==> src/hw/rtl/cda_pkg.sv <==
// Shared types, constants and month-length helpers for the calendar date block.
`timescale 1ns / 1ps
`default_nettype none

package cda_pkg;

  localparam int DEF_COUNT_BITS = 16;
  localparam int DEF_YEAR_BITS  = 16;

  localparam int RESET_YEAR = 2000;

  localparam logic [11:0] DAYS_PER_QUAD   = 12'd1461;
  localparam logic [11:0] MONTHS_PER_YEAR = 12'd12;

  localparam logic [3:0] MONTH_JAN = 4'd0;
  localparam logic [3:0] MONTH_FEB = 4'd1;
  localparam logic [3:0] MONTH_APR = 4'd3;
  localparam logic [3:0] MONTH_JUN = 4'd5;
  localparam logic [3:0] MONTH_SEP = 4'd8;
  localparam logic [3:0] MONTH_NOV = 4'd10;
  localparam logic [3:0] MONTH_DEC = 4'd11;

  localparam logic [4:0] FIRST_DAY = 5'd1;

  typedef enum logic [1:0] {
    KIND_LOAD   = 2'd0,
    KIND_DAYS   = 2'd1,
    KIND_MONTHS = 2'd2,
    KIND_NONE   = 2'd3
  } kind_e;

  typedef enum logic [2:0] {
    ST_IDLE,
    ST_DIV,
    ST_BUMP,
    ST_WALK,
    ST_CLAMP,
    ST_DONE
  } state_e;

  // Commands from the controller to the datapath.
  typedef struct packed {
    logic accept;
    logic load;
    logic start;
    logic div_step;
    logic bump;
    logic walk;
    logic clamp;
    logic emit;
  } cmd_t;

  // Status from the datapath to the controller.
  typedef struct packed {
    logic walk_fits;
    logic out_free;
  } sts_t;

  function automatic logic [4:0] month_length(input logic [3:0] m, input logic leap);
    logic [4:0] len;
    if (m == MONTH_FEB) begin
      len = leap ? 5'd29 : 5'd28;
    end else if (m == MONTH_APR || m == MONTH_JUN || m == MONTH_SEP || m == MONTH_NOV) begin
      len = 5'd30;
    end else begin
      len = 5'd31;
    end
    return len;
  endfunction

  function automatic logic [4:0] clamp_day(input logic [4:0] d, input logic [4:0] len);
    logic [4:0] r;
    r = d;
    if (r < FIRST_DAY) begin
      r = FIRST_DAY;
    end
    if (r > len) begin
      r = len;
    end
    return r;
  endfunction

endpackage

`default_nettype wire

==> src/hw/rtl/calendar_date_advance.sv <==
// Top level of the calendar date block: controller plus datapath.
// The block holds one date (day, month 0 to 11, year) and takes one word per
// item on the input channel: kind 0 loads a date, kind 1 adds count days,
// kind 2 adds count months, kind 3 leaves the date as it is. Every item
// returns one word on the output channel with the new date, the leap flag
// and a flag that the year wrapped past its maximum during that item.
// A load or a kind 3 word goes straight to the done state, which emits it.
// An add first forms the quotient by 1461 days or by 12 months with a
// reciprocal multiply, then adds it to the year. Days then walk the remainder
// one month per cycle, over at most 48 month boundaries, and end with a step
// that adds the days left; months take one clamp step. The states run divide,
// bump, then walk for days or clamp for months, and then done. Items are worked
// one at a time; the next word is taken once the controller is back in idle,
// which it enters in the same cycle that the result appears.
// If the receiver stalls, the finished date waits in the datapath until the
// output register frees, and no further input is taken until then.
// Reset sets the date to January 1, 2000 and empties the output register.
`timescale 1ns / 1ps
`default_nettype none

module calendar_date_advance #(
  parameter int COUNT_BITS = cda_pkg::DEF_COUNT_BITS,
  parameter int YEAR_BITS  = cda_pkg::DEF_YEAR_BITS
) (
  input  wire logic                  clk_i,
  input  wire logic                  rst_ni,
  input  wire logic                  in_valid_i,
  output logic                       in_ready_o,
  input  wire logic [1:0]            kind_i,
  input  wire logic [COUNT_BITS-1:0] count_i,
  input  wire logic [4:0]            load_day_i,
  input  wire logic [3:0]            load_month_i,
  input  wire logic [15:0]           load_year_i,
  output logic                       out_valid_o,
  input  wire logic                  out_ready_i,
  output logic [4:0]                 day_o,
  output logic [3:0]                 month_o,
  output logic [15:0]                year_o,
  output logic                       leap_o,
  output logic                       year_wrapped_o
);

  cda_pkg::cmd_t cmd;
  cda_pkg::sts_t sts;

  cda_ctrl u_ctrl (
    .clk_i     (clk_i),
    .rst_ni    (rst_ni),
    .in_valid_i(in_valid_i),
    .in_ready_o(in_ready_o),
    .kind_i    (kind_i),
    .sts_i     (sts),
    .cmd_o     (cmd)
  );

  cda_dp #(
    .COUNT_BITS(COUNT_BITS),
    .YEAR_BITS (YEAR_BITS)
  ) u_dp (
    .clk_i         (clk_i),
    .rst_ni        (rst_ni),
    .cmd_i         (cmd),
    .sts_o         (sts),
    .kind_i        (kind_i),
    .count_i       (count_i),
    .load_day_i    (load_day_i),
    .load_month_i  (load_month_i),
    .load_year_i   (load_year_i),
    .out_valid_o   (out_valid_o),
    .out_ready_i   (out_ready_i),
    .day_o         (day_o),
    .month_o       (month_o),
    .year_o        (year_o),
    .leap_o        (leap_o),
    .year_wrapped_o(year_wrapped_o)
  );

endmodule

`default_nettype wire

==> src/hw/rtl/cda_ctrl.sv <==
// Controller state machine that sequences load, divide, year bump, month walk and clamp.
`timescale 1ns / 1ps
`default_nettype none

module cda_ctrl (
  input  wire logic          clk_i,
  input  wire logic          rst_ni,
  input  wire logic          in_valid_i,
  output logic               in_ready_o,
  input  wire logic [1:0]    kind_i,
  input  wire cda_pkg::sts_t sts_i,
  output cda_pkg::cmd_t      cmd_o
);

  cda_pkg::state_e state_q, state_d;
  cda_pkg::kind_e  mode_q, mode_d;

  cda_pkg::kind_e kind_in;

  assign kind_in = cda_pkg::kind_e'(kind_i);

  always_ff @(posedge clk_i or negedge rst_ni) begin
    if (!rst_ni) begin
      state_q <= cda_pkg::ST_IDLE;
      mode_q  <= cda_pkg::KIND_NONE;
    end else begin
      state_q <= state_d;
      mode_q  <= mode_d;
    end
  end

  // Next state.
  always_comb begin
    state_d = state_q;
    mode_d  = mode_q;
    case (state_q)
      cda_pkg::ST_IDLE: begin
        if (in_valid_i) begin
          mode_d = kind_in;
          if (kind_in == cda_pkg::KIND_DAYS || kind_in == cda_pkg::KIND_MONTHS) begin
            state_d = cda_pkg::ST_DIV;
          end else begin
            state_d = cda_pkg::ST_DONE;
          end
        end
      end
      cda_pkg::ST_DIV: begin
        state_d = cda_pkg::ST_BUMP;
      end
      cda_pkg::ST_BUMP: begin
        if (mode_q == cda_pkg::KIND_MONTHS) begin
          state_d = cda_pkg::ST_CLAMP;
        end else begin
          state_d = cda_pkg::ST_WALK;
        end
      end
      cda_pkg::ST_WALK: begin
        if (sts_i.walk_fits) begin
          state_d = cda_pkg::ST_DONE;
        end
      end
      cda_pkg::ST_CLAMP: begin
        state_d = cda_pkg::ST_DONE;
      end
      cda_pkg::ST_DONE: begin
        if (sts_i.out_free) begin
          state_d = cda_pkg::ST_IDLE;
        end
      end
      default: begin
        state_d = cda_pkg::ST_IDLE;
      end
    endcase
  end

  // Outputs.
  always_comb begin
    cmd_o      = '0;
    in_ready_o = 1'b0;
    case (state_q)
      cda_pkg::ST_IDLE: begin
        in_ready_o   = 1'b1;
        cmd_o.accept = in_valid_i;
        cmd_o.load   = in_valid_i && (kind_in == cda_pkg::KIND_LOAD);
        cmd_o.start  = in_valid_i &&
                       (kind_in == cda_pkg::KIND_DAYS || kind_in == cda_pkg::KIND_MONTHS);
      end
      cda_pkg::ST_DIV: begin
        cmd_o.div_step = 1'b1;
      end
      cda_pkg::ST_BUMP: begin
        cmd_o.bump = 1'b1;
      end
      cda_pkg::ST_WALK: begin
        cmd_o.walk = 1'b1;
      end
      cda_pkg::ST_CLAMP: begin
        cmd_o.clamp = 1'b1;
      end
      cda_pkg::ST_DONE: begin
        cmd_o.emit = sts_i.out_free;
      end
      default: begin
        cmd_o = '0;
      end
    endcase
  end

endmodule

`default_nettype wire

==> src/hw/rtl/cda_dp.sv <==
// Datapath: date registers, reciprocal divider, year adder, month walker and result register.
`timescale 1ns / 1ps
`default_nettype none

module cda_dp #(
  parameter int COUNT_BITS = cda_pkg::DEF_COUNT_BITS,
  parameter int YEAR_BITS  = cda_pkg::DEF_YEAR_BITS
) (
  input  wire logic                  clk_i,
  input  wire logic                  rst_ni,
  input  wire cda_pkg::cmd_t         cmd_i,
  output cda_pkg::sts_t              sts_o,
  input  wire logic [1:0]            kind_i,
  input  wire logic [COUNT_BITS-1:0] count_i,
  input  wire logic [4:0]            load_day_i,
  input  wire logic [3:0]            load_month_i,
  input  wire logic [15:0]           load_year_i,
  output logic                       out_valid_o,
  input  wire logic                  out_ready_i,
  output logic [4:0]                 day_o,
  output logic [3:0]                 month_o,
  output logic [15:0]                year_o,
  output logic                       leap_o,
  output logic                       year_wrapped_o
);

  localparam int DIV_W  = COUNT_BITS + 1;
  localparam int MUL_W  = DIV_W + 1;
  localparam int PROD_W = DIV_W + MUL_W;
  localparam int SH_DAY = DIV_W + 11;
  localparam int SH_MON = DIV_W + 4;
  localparam int REM_W  = DIV_W + 12;
  localparam int INC_W  = DIV_W + 2;
  localparam int SUM_W  = ((YEAR_BITS > INC_W) ? YEAR_BITS : INC_W) + 1;

  // Reciprocals rounded up; the rounding error times any DIV_W-bit dividend stays
  // below one unit of the shift, so the quotient is exact.
  localparam logic [63:0] RCP_DAY_L = ((64'd1 << SH_DAY) + 64'(cda_pkg::DAYS_PER_QUAD)
                                       - 64'd1) / 64'(cda_pkg::DAYS_PER_QUAD);
  localparam logic [63:0] RCP_MON_L = ((64'd1 << SH_MON) + 64'(cda_pkg::MONTHS_PER_YEAR)
                                       - 64'd1) / 64'(cda_pkg::MONTHS_PER_YEAR);
  localparam logic [MUL_W-1:0] RCP_DAY = RCP_DAY_L[MUL_W-1:0];
  localparam logic [MUL_W-1:0] RCP_MON = RCP_MON_L[MUL_W-1:0];

  // Date state.
  logic [4:0]           day_q, day_d;
  logic [3:0]           month_q, month_d;
  logic [YEAR_BITS-1:0] year_q, year_d;
  logic                 wrap_q, wrap_d;

  // Divider: dvd_q holds the dividend, quo_q the quotient, rem_q the days left to walk.
  logic [DIV_W-1:0] dvd_q, dvd_d;
  logic [DIV_W-1:0] quo_q, quo_d;
  logic [10:0]      rem_q, rem_d;
  logic             months_q, months_d;

  // Result register.
  logic        out_valid_q, out_valid_d;
  logic [4:0]  out_day_q, out_day_d;
  logic [3:0]  out_month_q, out_month_d;
  logic [15:0] out_year_q, out_year_d;
  logic        out_leap_q, out_leap_d;
  logic        out_wrap_q, out_wrap_d;

  logic [31:0]          reset_year_ext;
  logic [31:0]          load_year_ext;
  logic [31:0]          year_ext;
  logic [YEAR_BITS-1:0] load_year;
  logic [3:0]           load_month;
  logic [4:0]           load_len;
  logic [4:0]           cur_len;
  logic [11:0]          divisor;
  logic [MUL_W-1:0]     rcp;
  logic [PROD_W-1:0]    prod;
  logic [PROD_W-1:0]    prod_shr;
  logic [REM_W-1:0]     quo_times;
  logic [REM_W-1:0]     rem_full;
  logic [INC_W-1:0]     inc;
  logic [SUM_W-1:0]     year_sum;
  logic [11:0]          day_plus;
  logic                 fits;

  assign reset_year_ext = 32'(cda_pkg::RESET_YEAR);
  assign load_year_ext  = 32'(load_year_i);
  assign year_ext       = 32'(year_q);
  assign load_year      = load_year_ext[YEAR_BITS-1:0];
  assign load_month     = (load_month_i > cda_pkg::MONTH_DEC) ? cda_pkg::MONTH_DEC : load_month_i;
  assign load_len       = cda_pkg::month_length(load_month, load_year[1:0] == 2'b00);
  assign cur_len        = cda_pkg::month_length(month_q, year_q[1:0] == 2'b00);

  assign divisor  = months_q ? cda_pkg::MONTHS_PER_YEAR : cda_pkg::DAYS_PER_QUAD;
  assign rcp      = months_q ? RCP_MON : RCP_DAY;
  assign prod     = PROD_W'(dvd_q) * PROD_W'(rcp);
  assign prod_shr = months_q ? (prod >> SH_MON) : (prod >> SH_DAY);

  assign quo_times = REM_W'(quo_q) * REM_W'(divisor);
  assign rem_full  = REM_W'(dvd_q) - quo_times;

  // Months carry the whole quotient into the year; days carry four years per quotient unit.
  assign inc      = months_q ? INC_W'(quo_q) : {quo_q, 2'b00};
  assign year_sum = SUM_W'(year_q) + SUM_W'(inc);

  assign day_plus = 12'(day_q) + 12'(rem_q);
  assign fits     = (day_plus <= 12'(cur_len));

  assign sts_o.walk_fits = fits;
  assign sts_o.out_free  = !out_valid_q || out_ready_i;

  always_comb begin
    day_d    = day_q;
    month_d  = month_q;
    year_d   = year_q;
    wrap_d   = wrap_q;
    dvd_d    = dvd_q;
    quo_d    = quo_q;
    rem_d    = rem_q;
    months_d = months_q;

    if (cmd_i.accept) begin
      wrap_d = 1'b0;
    end

    if (cmd_i.load) begin
      month_d = load_month;
      year_d  = load_year;
      day_d   = cda_pkg::clamp_day(load_day_i, load_len);
    end

    if (cmd_i.start) begin
      months_d = (cda_pkg::kind_e'(kind_i) == cda_pkg::KIND_MONTHS);
      if (cda_pkg::kind_e'(kind_i) == cda_pkg::KIND_MONTHS) begin
        dvd_d = DIV_W'(month_q) + DIV_W'(count_i);
      end else begin
        dvd_d = DIV_W'(count_i);
      end
    end

    if (cmd_i.div_step) begin
      quo_d = prod_shr[DIV_W-1:0];
    end

    if (cmd_i.bump) begin
      year_d = year_sum[YEAR_BITS-1:0];
      wrap_d = wrap_q | (|year_sum[SUM_W-1:YEAR_BITS]);
      rem_d  = rem_full[10:0];
      if (months_q) begin
        month_d = rem_full[3:0];
      end
    end

    // One month per cycle; rem_q holds the days still to add.
    if (cmd_i.walk) begin
      if (fits) begin
        day_d = day_plus[4:0];
      end else begin
        rem_d = rem_q - (11'(cur_len) - 11'(day_q) + 11'd1);
        day_d = cda_pkg::FIRST_DAY;
        if (month_q >= cda_pkg::MONTH_DEC) begin
          month_d = cda_pkg::MONTH_JAN;
          year_d  = year_q + YEAR_BITS'(1);
          wrap_d  = wrap_q | (&year_q);
        end else begin
          month_d = month_q + 4'd1;
        end
      end
    end

    if (cmd_i.clamp) begin
      day_d = cda_pkg::clamp_day(day_q, cur_len);
    end
  end

  always_comb begin
    out_valid_d = out_valid_q;
    out_day_d   = out_day_q;
    out_month_d = out_month_q;
    out_year_d  = out_year_q;
    out_leap_d  = out_leap_q;
    out_wrap_d  = out_wrap_q;
    if (out_ready_i) begin
      out_valid_d = 1'b0;
    end
    if (cmd_i.emit) begin
      out_valid_d = 1'b1;
      out_day_d   = day_q;
      out_month_d = month_q;
      out_year_d  = year_ext[15:0];
      out_leap_d  = (year_q[1:0] == 2'b00);
      out_wrap_d  = wrap_q;
    end
  end

  always_ff @(posedge clk_i or negedge rst_ni) begin
    if (!rst_ni) begin
      day_q       <= cda_pkg::FIRST_DAY;
      month_q     <= cda_pkg::MONTH_JAN;
      year_q      <= reset_year_ext[YEAR_BITS-1:0];
      wrap_q      <= 1'b0;
      months_q    <= 1'b0;
      out_valid_q <= 1'b0;
    end else begin
      day_q       <= day_d;
      month_q     <= month_d;
      year_q      <= year_d;
      wrap_q      <= wrap_d;
      months_q    <= months_d;
      out_valid_q <= out_valid_d;
    end
  end

  always_ff @(posedge clk_i) begin
    dvd_q       <= dvd_d;
    quo_q       <= quo_d;
    rem_q       <= rem_d;
    out_day_q   <= out_day_d;
    out_month_q <= out_month_d;
    out_year_q  <= out_year_d;
    out_leap_q  <= out_leap_d;
    out_wrap_q  <= out_wrap_d;
  end

  assign out_valid_o    = out_valid_q;
  assign day_o          = out_day_q;
  assign month_o        = out_month_q;
  assign year_o         = out_year_q;
  assign leap_o         = out_leap_q;
  assign year_wrapped_o = out_wrap_q;

endmodule

`default_nettype wire
==> config.mk <==
export PLATFORM = sky130hd
export DESIGN_NAME = calendar_date_advance
export DESIGN_NICKNAME = d
export VERILOG_FILES = /design/src/hw/rtl/cda_pkg.sv /design/src/hw/rtl/calendar_date_advance.sv /design/src/hw/rtl/cda_ctrl.sv /design/src/hw/rtl/cda_dp.sv
export SDC_FILE = /design/constraint.sdc
export NUM_CORES = 1
export LEC_CHECK = 0
export BUFFER_PORTS_ARGS = -buffer_cell sky130_fd_sc_hd__buf_2
export CORE_UTILIZATION = 40
export DETAILED_ROUTE_END_ITERATION = 12
export SYNTH_ARGS = -nofsm -noshare
export SYNTH_HDL_FRONTEND = slang
export SYNTH_HIERARCHICAL = 1
export SYNTH_SLANG_ARGS = --single-unit
==> constraint.sdc <==
create_clock -name clk_i -period 8.15 [get_ports clk_i]
set_clock_uncertainty 0.1 [all_clocks]
set_input_delay 0.815 -clock clk_i [delete_from_list [all_inputs] [get_ports clk_i]]
set_output_delay 0.815 -clock clk_i [all_outputs]
set_load 0.01 [all_outputs]
# == Yosys cells after proc, flatten, opt, wreduce, memory -nomap -nowiden ==
# Index checks and enable logic that the tools add are counted.
# word_totals
regBits,105
inputBits,47
elab_cells,136
# classes
n_addsub,9
n_mul,2
n_lt_le_gt_ge,7
n_eq_ne,21
mux,56
n_bitwise,2
n_reduce_logical,21
# op_table
operator,n
16-bit two-way mux,6
5-bit two-way mux,12
11-bit two-way mux,4
17-bit by 18-bit multiplier with 35-bit output,1
4-bit two-way mux,7
11-bit subtractor,2
16-bit by 19-bit adder with 20-bit output,1
19-bit two-way mux,1
3-bit two-way mux,6
3-bit one-hot mux with 6 select lines,1
4-bit by 16-bit adder with 17-bit output,1
17-bit by 12-bit multiplier with 11-bit output,1
1-bit two-way mux,17
"16-bit by 1-bit adder with 16-bit output, second input constant",1
"4-bit equality test, second input constant",4
16-bit AND reduction,1
15-bit two-way mux,1
5-bit by 11-bit adder with 12-bit output,1
12-bit by 5-bit less-or-equal comparator with 1-bit output,1
"11-bit by 1-bit adder with 11-bit output, second input constant",1
5-bit greater-than comparator,2
"5-bit by 1-bit less-than comparator with 1-bit output, second input constant",2
"4-bit by 1-bit equality test with 1-bit output, second input constant",2
"4-bit by 2-bit equality test with 1-bit output, second input constant",2
24 further kinds,40

# == Depth between registers and ports, before layout ==
# Gate-level depths: netlist of the first run.
# depth
depth_word,13
ltp_mapped,26

# == Modules after synthesis ==
# The synthesis of the first run kept the hierarchy.
# by_module_without_submodules
module,instances,cells_per_inst,area_per_inst_um2
cda_dp,1,1613,15074.5
cda_ctrl,1,43,339.1

# == Least setup slack after synthesis of the first run ==
# No wires, ideal clock.
# synth_timing
kind,register -> register
start,reg u_dp.months_q
end,reg u_dp.quo_q[1] (data pin)
setup_ps,136
arrival_time_ps,6604
required_ps,7914
slack_ps,1310
path_stages_with_launch,23
path_buffers,3
period_less_slack_ps,6840
path_cell_list,dfrtp_1 > clkbuf_1 > buf_1 > clkbuf_1 > nand2_1 > fa_1 > fa_1 > fa_1 > inv_1 > fa_1 > fa_1 > inv_1 > fa_1 > inv_1 > ha_1 > a211oi_2 > o211ai_1 > a211oi_2 > a2111o_1 > a31oi_1 > o41a_1 > or4b_1 > nand3_1
# synth_between
elab_chain_cells,3
# synth_lines
item,line,rtl
"start, declared",cda_dp.sv:55,"logic months_q, months_d;"
"start signal, assigned",cda_dp.sv:206,months_q <= months_d;
15-bit two-way mux,cda_dp.sv:92,assign rcp = months_q ? RCP_MON : RCP_DAY;
17-bit by 18-bit multiplier with 35-bit output,cda_dp.sv:93,assign prod = PROD_W'(dvd_q) * PROD_W'(rcp);
7-bit two-way mux (*),cda_dp.sv:94,assign prod_shr = months_q ? (prod >> SH_MON) : (prod >> SH_DAY);
named net u_dp.prod_shr[1],cda_dp.sv:75,logic [PROD_W-1:0] prod_shr;
"end signal, assigned",cda_dp.sv:213,quo_q <= quo_d;
"end, declared",cda_dp.sv:53,"logic [DIV_W-1:0] quo_q, quo_d;"
# The timed path passes the listed nets; every way through them passes the cells marked *.
# A chain may end at the register's enable or synchronous reset.

# == Worst setup path in the final report of the first run ==
# Ends and elaborated chain as after synthesis.

==> reports/metrics.cfg, run 1 <==
[layout]
fin_nets=2173
drive_gt1_frac=0.0730
diodes=0
syn_to_final_growth_pct=7.78
fill_cells=3672

[clocking]
cts.path.max_buffers=2
cts_inserted_buffers=9
insertion_delay_ns=0.37
clock-sinks=102
clk_pin_slew_worst_paths_ns=0.08
cts_tree=yes
root_buffer=clkbuf_16
cts_hold_buf=0
ctsResizeCount=0
htreeDepth=3
post_cts.repair.setup_buffers=0

[synthesis]
synth_ff_type=edfxtp_1
synth.distinct_cells=68
yosysTopAreaCellShare=0.232
synthTopCellsByArea=fa_1 23%, ha_1 19%, edfxtp_1 11%, inv_1 8.1%, dfrtp_1 3.9%
ys_async_sr_fraction=0.324
synth-edff-count=58
synth_most_common_cell=inv_1
yosysWarningCount=6
synthTopCellsByCount=331 x inv_1, 240 x ha_1, 179 x fa_1
syn_inst=1656
yosysSeqAreaShare=0.182
synth.largest_area_cell=fa_1
syn_area_mm2=0.0154
syn_avg_cell_area_um2=9.31
ys_seq_elements=102

[global_route]
overflow=0
grt_max_degree=48
grt_use_total=0.199
antenna_found_initial=1
grt_pass1_wl_mm=60.4
grt_pass1_vias=11800

[min_path]
hp-class=flop to flop

[job]
cap_violations=0

[die]
die_width_um=198
dieHeight_um=198
num_rows=71
pin_count=76
initial_utilization=0.408
dieArea_mm2=0.0393
core_area_mm2=0.0378

[placed_design]
port_buffers=75
gp_congestion=0.920
dp_hpwl_mm=32.0

[sta]
slew_headroom=0.389
tightest_slew_ns=0.905
finalCriticalPeriod_ns=7.05
setup_violations=0
max_clock_freq_ghz=0.142
finalSetupTns_ns=0
min_period_over_period=0.865
grt_setup_unrepaired=no
finalHoldViolations=0
drv_slew=0

[outcome]
status=finished clean

[worst_setup_path]
path_max_fanout=15
cp-start-kind=flop
crit_required_ns=8.29
crit_path_top_delay_cell=fa_1
cp.arrival_ns=7.19
end_kind=flop
crit_type=flop to flop
crit_chain=inv_1 -> buf_4 -> o21ai_0 -> ha_1 -> inv_1 -> fa_1 -> inv_1 -> fa_1 -> fa_1 -> fa_1 -> inv_1 -> fa_1 -> inv_1 -> ha_1 -> a21oi_1 -> o211ai_1 -> a211oi_2 -> a2111o_1 -> a31oi_1 -> o41a_1 -> or4b_1 -> nand3_1
max_stage_delay_ns=0.55

[drt]
dr_total_vias=11300
avgRoutedWirePerCell_um=16.9
dr.pass1.iters=5
drtIter0Drc=553
drtAntennaViolNets=0
drt-total-wl_mm=37.6
viasPerCell=5.09
drc=0

-- worst max-delay path: cells and delay by family, from the launching register on --
kind | cells | cell delay, ns
adder cells (fa/ha/maj) | 7 | 3.35
buffers and inverters | 6 | 0.89
AND/OR/NAND/NOR | 2 | 0.59
flip-flops | 1 | 0.41
AO/OA/AOI/OAI | 7 | 1.57
-- kinds of logic after synthesis --
kind of cell	Yosys count	share of synthesized area
multiplexers	39	0.0260
other	2	0.000487
adder cells (fa/ha/maj)	419	0.427
XOR/XNOR	100	0.0568
AND/OR/NAND/NOR	346	0.105
AO/OA/AOI/OAI	270	0.110
buffers and inverters	378	0.0925
flip-flops	102	0.182
-- per-layer routing --
layer	track usage	part of all wire	vias to the layer above
li1	-	-	5548
met1	0.254	0.46	5478
met2	0.346	0.48	236
met3	0.0291	0.038	59
met4	0.0574	0.022	2
met5	0	0.00035	-
-- flip-flops by register name, indices dropped and copies added, names as in the netlist --
register,count
u_ctrl/state_q,3
u_dp/year_q,16
u_dp/day_q,5
u_dp/months_q,1
u_dp/month_o,4
u_dp/quo_q,14
u_dp/rem_q,11
u_dp/day_o,5
u_ctrl/mode_q,2
u_dp/out_valid_o,1
u_dp/wrap_q,1
u_dp/dvd_q,17
u_dp/leap_o,1
u_dp/year_wrapped_o,1
u_dp/year_o,16
u_dp/month_q,4
-- through the flow --
step                      area (um2)  hold slack (ns)  instances  utilization  setup slack (ns)
after global routing           16600            0.428       2223        0.440             0.799
after global placement         16300            0.370       2207        0.433              1.31
final                          16600            0.394       2223        0.440              1.10
after CTS                      16600            0.398       2223        0.440              1.11
after floorplan                15400            0.349       1660            -              1.31
after detailed placement       16300            0.386       2207        0.433              1.14
-- path summary, 6_finish.rpt --
path / cells past startpoint / to / slack (ns) / start
hold reg to reg: 2 / u_ctrl/mode_q[0]$_DFFE_PN1P_ / 0.39 / u_ctrl/mode_q[0]$_DFFE_PN1P_
min in group asynchronous: 1 / u_dp/year_q[5]$_DFF_PN0_ / 0.46 / rst_ni
hold / removal: 2 / u_ctrl/mode_q[0]$_DFFE_PN1P_ / 0.39 / u_ctrl/mode_q[0]$_DFFE_PN1P_
setup / recovery: 22 / u_dp/quo_q[1]$_DFFE_PP_ / 1.10 / u_dp/months_q$_DFFE_PN0P_
setup reg to reg: 22 / u_dp/quo_q[1]$_DFFE_PP_ / 1.10 / u_dp/months_q$_DFFE_PN0P_
max in group asynchronous: 1 / u_dp/months_q$_DFFE_PN0P_ / 6.88 / rst_ni
-- layout by cell type (no fill, tap or decap), types with 22 or more instances in the layout --
cell type and n:
a211oi_1 26, a21o_1 22, a21oi_1 74, buf_2 75
dfrtp_1 23, edfxtp_1 58, fa_1 179, ha_1 240
inv_1 331, mux2i_1 31, nand2_1 108, nand3_1 36
nor2_1 83, nor2b_1 30, nor3_1 23, o21ai_0 62
xnor2_1 67, xor2_1 33
-- layout make-up --
cell class,count,area [um2],area share
clock inverters,6,52.6,0.00316
well taps,511,639,0.0385
multi-input cells,1180,11200,0.675
clock buffers,10,229,0.0138
inverters,332,1250,0.0750
flip-flops and latches,102,2800,0.169
repair buffers,82,428,0.0258
Power of run 1 is left out: the tool's default activity adds up to more than one toggle a clock period on the data nets, which glitch-free logic cannot reach.
==> inputs of run 2 (changes only) <==
--- a/config.mk
+++ b/config.mk
@@ -6,6 +6,8 @@
 export NUM_CORES = 1
 export LEC_CHECK = 0
 export BUFFER_PORTS_ARGS = -buffer_cell sky130_fd_sc_hd__buf_2
+export CORE_ASPECT_RATIO = 1.2
+export CORE_MARGIN = 2
 export CORE_UTILIZATION = 40
 export DETAILED_ROUTE_END_ITERATION = 12
 export SYNTH_ARGS = -nofsm -noshare
==> reports/metrics.cfg, run 2 (synthesized netlist as in run 1, its figures left out) <==
[outcome]
status=finished clean  ; unchanged

[clocking]
root_buffer=clkbuf_16  ; unchanged
cts_inserted_buffers=9  ; unchanged
clk_pin_slew_worst_paths_ns=0.07  ; was 0.08 ns
cts_hold_buf=0  ; unchanged
cts_tree=yes  ; unchanged
clock-sinks=102  ; unchanged
htreeDepth=3  ; unchanged
post_cts.repair.setup_buffers=0  ; unchanged
cts.path.max_buffers=2  ; unchanged
insertion_delay_ns=0.37  ; about the same
ctsResizeCount=0  ; unchanged

[sta]
tightest_slew_ns=0.870  ; was 0.905 ns
slew_headroom=0.420  ; was 0.389
finalHoldViolations=0  ; unchanged
drv_slew=0  ; unchanged
finalSetupTns_ns=0  ; unchanged
grt_setup_unrepaired=no  ; unchanged
finalCriticalPeriod_ns=7.30  ; was 7.05 ns
setup_violations=0  ; unchanged
min_period_over_period=0.895  ; was 0.865
max_clock_freq_ghz=0.137  ; was 0.142 GHz

[min_path]
holdPathStages=2  ; unchanged
worstHoldStart=u_ctrl/mode_q[0]$_DFFE_PN1P_  ; unchanged
hold_end=u_ctrl/mode_q[0]$_DFFE_PN1P_  ; unchanged
hp-class=flop to flop  ; unchanged

[drt]
dr.pass1.iters=5  ; unchanged
dr_total_vias=11400  ; was 11,300
drtIter0Drc=491  ; was 553
drc=0  ; unchanged
drtAntennaViolNets=0  ; unchanged
viasPerCell=5.18  ; was 5.09
drt-total-wl_mm=37.0  ; was 37.6 mm
avgRoutedWirePerCell_um=16.9  ; about the same

[layout]
final_cell_mix=331 x inv_1, 240 x ha_1, 179 x fa_1  ; unchanged
diodes=0  ; unchanged
fin_nets=2172  ; was 2,173
syn_to_final_growth_pct=7.57  ; was 7.78%
largest_reg_flops=17  ; unchanged
drive_gt1_frac=0.0725  ; was 0.0730
final_common_cell=inv_1  ; unchanged
top_register=u_dp/dvd_q  ; unchanged

[worst_setup_path]
cp-start-kind=flop  ; unchanged
end_kind=flop  ; unchanged
path_buf_inv=5  ; was 6
cp.arrival_ns=7.43  ; was 7.19 ns
worst_path_dominant_cell_family=adder cells  ; unchanged
ff2ff_path_depth=22  ; unchanged
path_max_fanout=28  ; was 15
crit_chain=inv_1 -> nand2_1 -> o21ai_0 -> ha_1 -> inv_1 -> fa_1 -> inv_1 -> fa_1 -> fa_1 -> fa_1 -> inv_1 -> fa_1 -> inv_1 -> ha_1 -> a21oi_1 -> o211ai_1 -> a211oi_2 -> a2111o_1 -> a31oi_1 -> o41a_1 -> or4b_1 -> nand3_1  ; was inv_1 -> buf_4 -> o21ai_0 -> ha_1 -> inv_1 -> fa_1 -> inv_1 -> fa_1 -> fa_1 -> fa_1 -> inv_1 -> fa_1 -> inv_1 -> ha_1 -> a21oi_1 -> o211ai_1 -> a211oi_2 -> a2111o_1 -> a31oi_1 -> o41a_1 -> or4b_1 -> nand3_1
crit_required_ns=8.28  ; was 8.29 ns
regToRegSetupSlack_ns=0.85  ; was 1.10 ns
max_stage_delay_ns=0.68  ; was 0.55 ns
r2r-end=u_dp/quo_q[1]$_DFFE_PP_  ; unchanged
crit_path_top_delay_cell=dfrtp_2  ; was fa_1
r2r-start=u_dp/months_q$_DFFE_PN0P_  ; unchanged
crit_type=flop to flop  ; unchanged

[die]
pin_count=76  ; unchanged
dieArea_mm2=0.0401  ; was 0.0393 mm2
initial_utilization=0.407  ; was 0.408
die_width_um=183  ; was 198 um
num_rows=78  ; was 71
dieHeight_um=219  ; was 198 um
core_area_mm2=0.0379  ; was 0.0378 mm2

[job]
cap_violations=0  ; unchanged

[global_route]
overflow=0  ; unchanged
grt_pass1_wl_mm=61.0  ; was 60.4 mm
grt_use_total=0.193  ; was 0.199
grt_pass1_vias=12000  ; was 11,800
grt_max_degree=48  ; unchanged
antenna_found_initial=0  ; was 1

[placed_design]
dp_hpwl_mm=31.7  ; was 32.0 mm
gp_congestion=0.948  ; was 0.920
port_buffers=75  ; unchanged

run 2: cell count changes in the layout (fill, tap and decap cells not counted), sizes merged:
cell / change
clkinv: +2
clkinvlp: -2
buf: -1
run 2: layout make-up:
cell class              instances  area [um2]
clock buffers                  10         239
clock inverters                 6        55.1
fillers                      3747       21300
inverters                     332        1250
multi-input cells            1180       11200
flip-flops and latches        102        2800
well taps                     480         601
repair buffers                 81         420
run 2: metrics by stage:
step	cells	instance area, um2	worst slack [ns]	util	hold slack [ns]
2_1_floorplan	1660	15400	1.31	-	0.349
3_3_place_gp	2175	16300	1.10	0.430	0.369
3_5_place_dp	2175	16300	0.976	0.430	0.391
4_1_cts	2191	16600	0.940	0.438	0.402
5_1_grt	2191	16600	0.562	0.438	0.436
6_report	2191	16600	0.854	0.438	0.401
run 2: worst max path at each step:
stage                                   start                       to  depth (start not counted)
finish              u_dp/months_q$_DFFE_PN0P_  u_dp/quo_q[1]$_DFFE_PP_                         22
CTS                 u_dp/months_q$_DFFE_PN0P_  u_dp/quo_q[1]$_DFFE_PP_                         22
detailed placement  u_dp/months_q$_DFFE_PN0P_  u_dp/quo_q[1]$_DFFE_PP_                         22
global placement    u_dp/months_q$_DFFE_PN0P_  u_dp/quo_q[1]$_DFFE_PP_                         22
global route        u_dp/months_q$_DFFE_PN0P_  u_dp/quo_q[1]$_DFFE_PP_                         22
floorplan           u_dp/months_q$_DFFE_PN0P_  u_dp/quo_q[1]$_DFFE_PP_                         22
run 2: tightest hold or removal path: stages (launching register included):
cell	delay, ns
dfstp_2	0.37
nand2_1	0.04
o21ai_0	0.07
run 2: metal layers:
layer	GRT usage	share of wire	vias up
li1	-	-	5554
met1	0.243	0.44	5500
met2	0.345	0.50	241
met3	0.0252	0.036	57
met4	0.0563	0.023	0
met5	0	0	-
Power of run 2 is left out for the same reason.
